`src/rtl/tsc_pkg.sv`:
```
`default_nettype none
package tsc_pkg;

  // one vertex as it sits in the queue between front and back
  typedef struct packed {
    logic               start;
    logic signed [31:0] cz;
    logic signed [31:0] cy;
    logic signed [31:0] cx;
    logic signed [31:0] cw;
    logic [5:0]         vcode;
  } vertex_t;

  typedef struct packed {
    logic signed [31:0] scale_x;
    logic signed [31:0] offset_x;
    logic signed [31:0] scale_y;
    logic signed [31:0] offset_y;
    logic signed [31:0] scale_z;
    logic signed [31:0] offset_z;
    logic signed [31:0] guard_min;
    logic signed [31:0] guard_max;
  } cfg_t;

  typedef enum logic [2:0] {
    REG_SCALE_X   = 3'd0,
    REG_OFFSET_X  = 3'd1,
    REG_SCALE_Y   = 3'd2,
    REG_OFFSET_Y  = 3'd3,
    REG_SCALE_Z   = 3'd4,
    REG_OFFSET_Z  = 3'd5,
    REG_GUARD_MIN = 3'd6,
    REG_GUARD_MAX = 3'd7
  } reg_idx_e;

  localparam int unsigned NumRegs = 8;

  typedef enum logic [2:0] {
    ST_IDLE,
    ST_DIV,
    ST_MUL,
    ST_MAP,
    ST_CHECK,
    ST_AREA_MUL,
    ST_AREA_CMP,
    ST_EMIT
  } back_state_e;

  localparam logic [5:0] CodeAll = 6'h3F;
  localparam logic signed [31:0] Int32Max = 32'sh7FFF_FFFF;
  localparam logic signed [31:0] Int32Min = 32'sh8000_0000;

endpackage
`default_nettype wire

```
`src/rtl/tsc_front.sv`:
```
`default_nettype none
module tsc_front (
  input  wire logic            clk_i,
  input  wire logic            rst_ni,
  input  wire logic            in_valid_i,
  output logic                 in_ready_o,
  input  wire logic            start_i,
  input  wire logic [127:0]    clip_i,
  output logic                 q_valid_o,
  input  wire logic            q_ready_i,
  output tsc_pkg::vertex_t     q_data_o
);

  tsc_pkg::vertex_t ent_q [2];
  tsc_pkg::vertex_t vin;
  logic             wr_q, wr_d, rd_q, rd_d;
  logic [1:0]       cnt_q, cnt_d;
  logic             push, pop;
  logic signed [32:0] w33, nw33, c33 [3];

  always_comb begin
    vin.start = start_i;
    vin.cx    = $signed(clip_i[31:0]);
    vin.cy    = $signed(clip_i[63:32]);
    vin.cz    = $signed(clip_i[95:64]);
    vin.cw    = $signed(clip_i[127:96]);
    w33       = 33'(vin.cw);
    nw33      = -w33;
    c33[0]    = 33'(vin.cx);
    c33[1]    = 33'(vin.cy);
    c33[2]    = 33'(vin.cz);
    // viewport test against -w and +w before the divide
    for (int a = 0; a < 3; a++) begin
      vin.vcode[2*a]   = c33[a] < nw33;
      vin.vcode[2*a+1] = c33[a] > w33;
    end
  end

  assign in_ready_o = cnt_q != 2'd2;
  assign q_valid_o  = cnt_q != 2'd0;
  assign q_data_o   = ent_q[rd_q];
  assign push       = in_valid_i && in_ready_o;
  assign pop        = q_valid_o && q_ready_i;

  always_comb begin
    wr_d  = push ? ~wr_q : wr_q;
    rd_d  = pop ? ~rd_q : rd_q;
    cnt_d = 2'(cnt_q + {1'b0, push} - {1'b0, pop});
  end

  always_ff @(posedge clk_i or negedge rst_ni) begin
    if (!rst_ni) begin
      wr_q  <= 1'b0;
      rd_q  <= 1'b0;
      cnt_q <= 2'd0;
    end else begin
      wr_q  <= wr_d;
      rd_q  <= rd_d;
      cnt_q <= cnt_d;
    end
  end

  always_ff @(posedge clk_i) begin
    if (push) begin
      ent_q[wr_q] <= vin;
    end
  end

endmodule
`default_nettype wire

```
`config.mk`:
```
export PLATFORM = sky130hd
export DESIGN_NAME = tsc_front
export DESIGN_NICKNAME = d
export VERILOG_FILES = /design/src/rtl/tsc_pkg.sv /design/src/rtl/tsc_front.sv
export SDC_FILE = /design/constraint.sdc
export NUM_CORES = 1
export LEC_CHECK = 0
export BUFFER_PORTS_ARGS = -buffer_cell sky130_fd_sc_hd__buf_2
export CAP_MARGIN = 20
export CORE_ASPECT_RATIO = 2
export CORE_MARGIN = 2
export CORE_UTILIZATION = 57
export DETAILED_ROUTE_END_ITERATION = 10
export PLACE_DENSITY = 0.9
export RECOVER_POWER = 50
export SLEW_MARGIN = 20
export SYNTH_ARGS = -nofsm -noshare
export SYNTH_HDL_FRONTEND = slang
export SYNTH_SLANG_ARGS = --single-unit
```
`constraint.sdc`:
```
create_clock -name clk_i -period 8.4 [get_ports clk_i]
set_input_delay 0 -clock clk_i [delete_from_list [all_inputs] [get_ports clk_i]]
set_output_delay 0 -clock clk_i [all_outputs]
set_load 0.02 [all_outputs]
```
==> results of run 1 <==
[placed cells by master, fill, tap and decap left out, types with 18 or more instances in the layout]
| cell | count |
|---|---|
| edfxtp_1 | 270 |
| ha_1 | 189 |
| buf_2 | 138 |
| mux2_2 | 135 |
| dlygate4sd3_1 | 133 |
| clkbuf_1 | 131 |
| a21o_1 | 46 |
| a21oi_1 | 45 |
| inv_1 | 42 |
| nand2_1 | 33 |
| nand4_1 | 32 |
| o21ai_0 | 31 |
| nor2_1 | 30 |
| xnor2_1 | 28 |
| clkbuf_16 | 25 |
| nor2b_1 | 18 |
[per-layer routing]
layer	wire [um]	GRT usage	share of wire	vias to the layer above
li1	-	-	-	4861
met1	13300	0.284	0.31	5130
met2	23700	0.608	0.56	491
met3	1860	0.0316	0.044	208
met4	3600	0.239	0.085	0
met5	0	0	0	-
[power breakdown]
group / leakage [nW] / switching (mW) / internal, mW
Sequential: 2.55 / 0.135 / 1.88
Combinational: 4.38 / 1.10 / 0.702
Clock: 0.405 / 0.517 / 0.672
[metrics by stage]
stage | hold slack [ns] | utilization | setup slack [ns]
6_report | 0.263 | 0.721 | 4.09
3_5_place_dp | -0.185 | 0.643 | 4.34
4_1_cts | 0.195 | 0.728 | 4.30
5_1_grt | 0.291 | 0.721 | 3.86
3_3_place_gp | -0.189 | 0.643 | 4.41
2_1_floorplan | -0.296 | - | 1.40
[worst max-delay path by stage]
stage	start	to	cells after the start
2_1_floorplan	cnt_q[1]$_DFF_PN0_	ent_q[0][0]$_DFFE_PP_	3
3_3_place_gp	clip_i[108]	ent_q[0][0]$_DFFE_PP_	13
3_5_place_dp	clip_i[97]	ent_q[0][0]$_DFFE_PP_	15
4_1_cts	clip_i[97]	ent_q[0][0]$_DFFE_PP_	16
5_1_grt	cnt_q[0]$_DFF_PN0_	ent_q[1][4]$_DFFE_PP_	3
6_report	rd_q$_DFFE_PN0P_	q_data_o[133]	3
[worst max-delay path: stages, from the launching register on]
cell,delay [ns]
dfrtp_1,2.01
buf_4,1.03
mux2_2,0.44
buf_2,0.17
[layout make-up]
cell class / instances / area, sq um / area share
clock inverters: 18 / 215 / 0.0117
clock buffers: 25 / 626 / 0.0340
repair buffers: 406 / 2540 / 0.138
well taps: 340 / 425 / 0.0231
multi-input cells: 697 / 6240 / 0.339
inverters: 42 / 158 / 0.00856
flip-flops and latches: 274 / 8210 / 0.445
diodes: 2 / 5.00 / 0.000272
[flip-flops by register name (all words and copies together), names as in the netlist]
| name | flops |
|---|---|
| cnt_q | 2 |
| wr_q | 1 |
| ent_q | 270 |
| rd_q | 1 |
[cells by family after synthesis]
logic type	after synthesis	synth area share
muxes	137	0.105
xor gates and xnor gates	32	0.0209
adders and majority gates	192	0.163
DFF	274	0.559
AOI/OAI and AO/OA	170	0.0755
and+or+nand+nor	166	0.0609
buffers and inverters	58	0.0153
[repair_timing]
action                     in CTS  in global routing
gates resized for setup         0                  0
hold endpoints to repair      264                  0
hold buffers                  133                  0
setup endpoints to repair       0                  0
==> run_results.csv, run 1 <==
group,metric,value,unit
outcome,outcome,"finished with violations",
outcome,violations,"capacitance limit, slew limit",
timing,worst_pin_slew,2.95,ns
finish,stdcell_count,1804,
synth,yosysMostFrequentCell,"edfxtp_1",
finish,finalNetCount,1767,
synth,synthArstFlopShare,0.0146,
routing,wl_per_cell,23.5,um
routing,drt-initial-drc-count,688,
timing,relSlewSlack,-0.967,
synth,ys.flop_type,"edfxtp_1",
global_routing,grt_antenna_before_repair,2,
timing,min_period_over_period,0.513,
worst_hold_path,hold_class,"input port to flop",
global_routing,grt_max_degree,78,
floorplanning,start_util,0.575,
clocking,cts_sinks,274,
place,dp.cells,1626,
timing,finalMaxSlewViolations,147,
critical_path,crit_path_max_fanout,77,
power_and_ir_drop,p_total,5.01,mW
synth,synth_top_cell_by_area,"edfxtp_1",
place,port_buffers,269,
finish,drive_above_1_share,0.222,
timing,finalHoldViolCount,0,
routing,dr.pass1.iters,5,
critical_path,arrival,4.31,ns
worst_hold_path,min_delay_path_depth,2,
timing,finalSetupViolCount,0,
synth,synth.distinct_cells,56,
timing,fin_tns_setup,0,ns
global_routing,grt_pass1_vias,11700,
finish,fillers,1726,
finish,syn_to_final_growth,25.5,%
job,max-cap-violations,3,
synth,yosysTopAreaCellShare,0.552,
place,finalWeightedCongestion,0.962,
synth,synthCells,1029,
worst_hold_path,holdPathEnd,"ent_q[0][37]$_DFFE_PP_",
floorplanning,io_pins,270,
power_and_ir_drop,leakage,7.34,nW
worst_hold_path,hold_start,"clip_i[127]",
clocking,cts_tree,"done",
critical_path,path_class,"flop to output port",
synth,synth-edff-count,270,
critical_path,r2r_start,"cnt_q[0]$_DFF_PN0_",
synth,yosys_warnings,0,
floorplanning,core_area,0.0255,sq mm
critical_path,worstPathRequired,8.40,ns
finish,design_area,0.0184,sq mm
clocking,clockBufferDepth,3,
timing,max_freq,232,MHz
timing,rsz0062_at_grt,"no",
timing,fin_skew,0.0145,ns
floorplanning,die_x,117,um
global_routing,overflow,0,
clocking,cts_buffers,24,
routing,vias,10700,
floorplanning,die_area,0.0271,sq mm
clocking,post_cts_buffers,0,
power_and_ir_drop,peakVddDrop,268,uV
floorplanning,num_rows,83,
synth,avgSynthCellArea,14.3,sq um
routing,drc,0,
synth,synth_area,0.0147,sq mm
synth,synth_area_leaders,"edfxtp_1, ha_1, mux2_2",
routing,wl,42400,um
critical_path,crit_path_end_kind,"output port",
critical_path,rrSetupSlack,4.21,ns
floorplanning,die_y,231,um
place,dp_hpwl,29600,um
clocking,cts.root.buffer_cell,"clkbuf_16",
clocking,htreeDepth,1,
clocking,clkTransAtPathRegs,0.07,ns
synth,synthTopCellsByCount,"edfxtp_1, ha_1, mux2_2",
timing,fin_crit,4.31,ns
global_routing,grt.total_usage,0.310,
critical_path,crit_path_start_kind,"flop",
synth,synth_seq_area_share,0.559,
critical_path,r2r_cells,3,
power_and_ir_drop,p_per_area,272,mW/mm^2
synth,ys_ff_latch,274,
place,place_area,0.0164,sq mm
clocking,insertion_delay,0.53,ns
synth,syn-num-nets,1351,
routing,antenna_left,0,
global_routing,grt_pass1_wl,63800,um
critical_path,r2r-end,"ent_q[1][4]$_DFFE_PP_",
routing,via_per_inst,5.93,
(Power assumes the default switching activity.)
==> run 2: changes to the inputs <==
ABC_AREA = 1   (was unset)
clock period = 4.2 ns   (was 8.4 ns; I/O delays follow)
==> run 2 against run 1 <==
The run still ends with capacitance limit, slew limit left. Global-route usage up 1.6 points. Sequential power up 95%. Worst setup slack worse by 3.5 ns. Final area up 2.1%. Via count up 21%. Register-to-register slack worse by 2.9 ns. Die area up 2.6%. Clock power up 99%. First-iteration DRC count up 34%. Cell count up 25%. Worst hold slack worse by 0.032 ns.
==> run_results.csv, run 2 <==
group,metric,value,unit
global_routing,grt_max_degree,137,
routing,wl,46100,um
synth,synth_area,0.0151,sq mm
synth,synthTopCellsByCount,"nand2_1, edfxtp_1, ha_1",
timing,worst_pin_slew,2.05,ns
clocking,insertion_delay,0.53,ns
floorplanning,die_area,0.0278,sq mm
critical_path,arrival,3.86,ns
synth,synth_top_cell_by_area,"edfxtp_1",
job,max-cap-violations,3,
synth,ys_ff_latch,274,
power_and_ir_drop,p_per_area,555,mW/mm^2
synth,yosys_warnings,0,
finish,design_area,0.0188,sq mm
clocking,cts_tree,"done",
routing,drt-initial-drc-count,923,
global_routing,grt_pass1_wl,69100,um
worst_hold_path,holdPathEnd,"ent_q[1][134]$_DFFE_PP_",
worst_hold_path,hold_start,"start_i",
timing,rsz0062_at_grt,"no",
floorplanning,die_x,119,um
global_routing,grt.total_usage,0.325,
timing,fin_skew,0.00998,ns
synth,synthCells,1484,
floorplanning,num_rows,84,
place,dp_slack,0.718,ns
worst_hold_path,hold_class,"input port to flop",
routing,drc,0,
timing,min_period_over_period,0.851,
routing,dr.pass1.iters,7,
place,place_area,0.0168,sq mm
finish,seq_area,0.00821,sq mm
timing,finalHoldViolCount,0,
power_and_ir_drop,p_total,10.4,mW
timing,finalMaxSlewViolations,232,
clocking,cts.root.buffer_cell,"clkbuf_16",
routing,vias,12900,
finish,drive_above_1_share,0.110,
synth,yosysMostFrequentCell,"nand2_1",
global_routing,grt_antenna_before_repair,2,
finish,final_common_cell,"nand2_1",
routing,antenna_left,0,
finish,regMostFlops,"ent_q",
floorplanning,io_pins,270,
finish,reg.largest.list,"ent_q x270, cnt_q x2",
critical_path,r2r_cells,5,
clocking,clkTransAtPathRegs,0.07,ns
global_routing,overflow,0,
finish,utilization,0.719,
synth,avgSynthCellArea,10.2,sq um
outcome,outcome,"finished with violations",
clocking,post_cts_buffers,0,
floorplanning,die_y,234,um
synth,synth-edff-count,270,
outcome,violations,"capacitance limit, slew limit",
finish,finalNetCount,2212,
timing,max_freq,280,MHz
power_and_ir_drop,leakage,8.40,nW
synth,ys.flop_type,"edfxtp_1",
finish,syn_to_final_growth,24.9,%
critical_path,crit_path_end_kind,"flop",
synth,synth_seq_area_share,0.545,
power_and_ir_drop,peakVddDrop,447,uV
critical_path,path_class,"input port to flop",
global_routing,grt_pass1_vias,13100,
finish,multi_input_comb_area,0.00640,sq mm
critical_path,crit_path_max_fanout,6,
timing,relSlewSlack,-0.365,
finish,largest_register_ffs,270,
clocking,cts_buffers,24,
finish,mostFrequentLayoutCells,"nand2_1, edfxtp_1, ha_1",
critical_path,crit_path_start_kind,"input port",
critical_path,r2r_start,"cnt_q[0]$_DFF_PN0_",
critical_path,r2r-end,"ent_q[0][83]$_DFFE_PP_",
critical_path,rrSetupSlack,1.29,ns
timing,fin_hold_ws,0.231,ns
routing,wl_per_cell,20.5,um
clocking,cts_sinks,274,
floorplanning,core_area,0.0262,sq mm
synth,synth.distinct_cells,35,
place,port_buffers,269,
finish,fillers,1812,
synth,yosysTopAreaCellShare,0.538,
synth,synth_area_leaders,"edfxtp_1, ha_1, nand2_1",
clocking,clockBufferDepth,3,
clocking,htreeDepth,1,
timing,fin_crit,3.58,ns
place,finalWeightedCongestion,0.965,
synth,synthArstFlopShare,0.0146,
timing,worst_slack,0.624,ns
synth,syn-num-nets,1806,
timing,finalSetupViolCount,0,
routing,via_per_inst,5.72,
critical_path,worstPathRequired,4.48,ns
floorplanning,start_util,0.576,
place,dp_hpwl,31700,um
worst_hold_path,min_delay_path_depth,2,
## run 2: changes by cell type after synthesis, sizes merged, moves of 18 or more
cell | before | now
a21o | 46 | 1
xnor2 | 30 | 1
nor2b | 18 | 0
nor2 | 30 | 57
nand2 | 33 | 585
nand3 | 11 | 32
inv | 42 | 97
xor2 | 2 | 28
a21oi | 46 | 81
mux2 | 135 | 0
## run 2: where the power goes
| group | switching [mW] | internal, mW |
|---|---|---|
| combinational | 3.00 | 1.13 |
| clock | 1.02 | 1.35 |
| sequential | 0.166 | 3.78 |
## run 2: cells by family after synthesis
kind of cell	count (synthesis)	synth area share
AOI/OAI and AO/OA	135	0.0503
xor gates and xnor gates	29	0.0169
adders and majority gates	189	0.157
buffers and inverters	126	0.0314
DFF	274	0.545
and+or+nand+nor	731	0.200
## run 2: final cells by class
class / instances / share of cell area
diodes: 2 / 0.000266
clock buffers: 28 / 0.0338
clock inverters: 16 / 0.0104
inverters: 97 / 0.0195
multi-input cells: 1084 / 0.340
flip-flops and latches: 274 / 0.436
well taps: 344 / 0.0229
repair buffers: 409 / 0.137
## run 2: worst max-delay path by stage
stage | start | endpoint
after floorplan | cnt_q[0]$_DFF_PN0_ | ent_q[1][0]$_DFFE_PP_
after CTS | clip_i[97] | ent_q[1][2]$_DFFE_PP_
after global routing | clip_i[96] | ent_q[1][2]$_DFFE_PP_
after detailed placement | clip_i[97] | ent_q[1][2]$_DFFE_PP_
final | clip_i[96] | ent_q[1][2]$_DFFE_PP_
after global placement | clip_i[97] | ent_q[0][2]$_DFFE_PP_
## run 2: through the flow
stage,setup TNS [ns],std cells
finish,0,2254
global route,0,2254
CTS,0,2252
detailed placement,0,2075
global placement,0,2075
floorplan,-134.09,1484
## run 2: repair_timing
| action | 4_1_cts | 5_1_grt |
|---|---|---|
| gates resized for setup | 0 | 0 |
| hold buffers | 133 | 0 |
| hold endpoints to repair | 264 | 0 |
## run 2: per-layer routing
layer / track usage / routed length, um / vias up
li1: - / - / 5925
met5: 0 / 0 / -
met1: 0.316 / 15000 / 6062
met3: 0.0370 / 2280 / 250
met2: 0.623 / 24700 / 660
met4: 0.238 / 4140 / 0
## run 2: worst max-delay path, stage by stage
cell           delay (ns)
dlygate4sd3_1        0.54
clkbuf_1             0.19
inv_1                0.14
ha_1                 0.29
nand3_2              0.13
nor2_2               0.20
inv_2                0.08
nor2_4               0.09
nand3_2              0.11
nor2_2               0.17
nand4_1              0.19
nor3_2               0.26
xor2_1               0.34
ha_1                 0.31
a21oi_1              0.13
o21ai_0              0.10
nand3_1              0.08
a21oi_1              0.06
a211oi_1             0.23
nand2_1              0.09
nand2_1              0.06
nand2_1              0.06
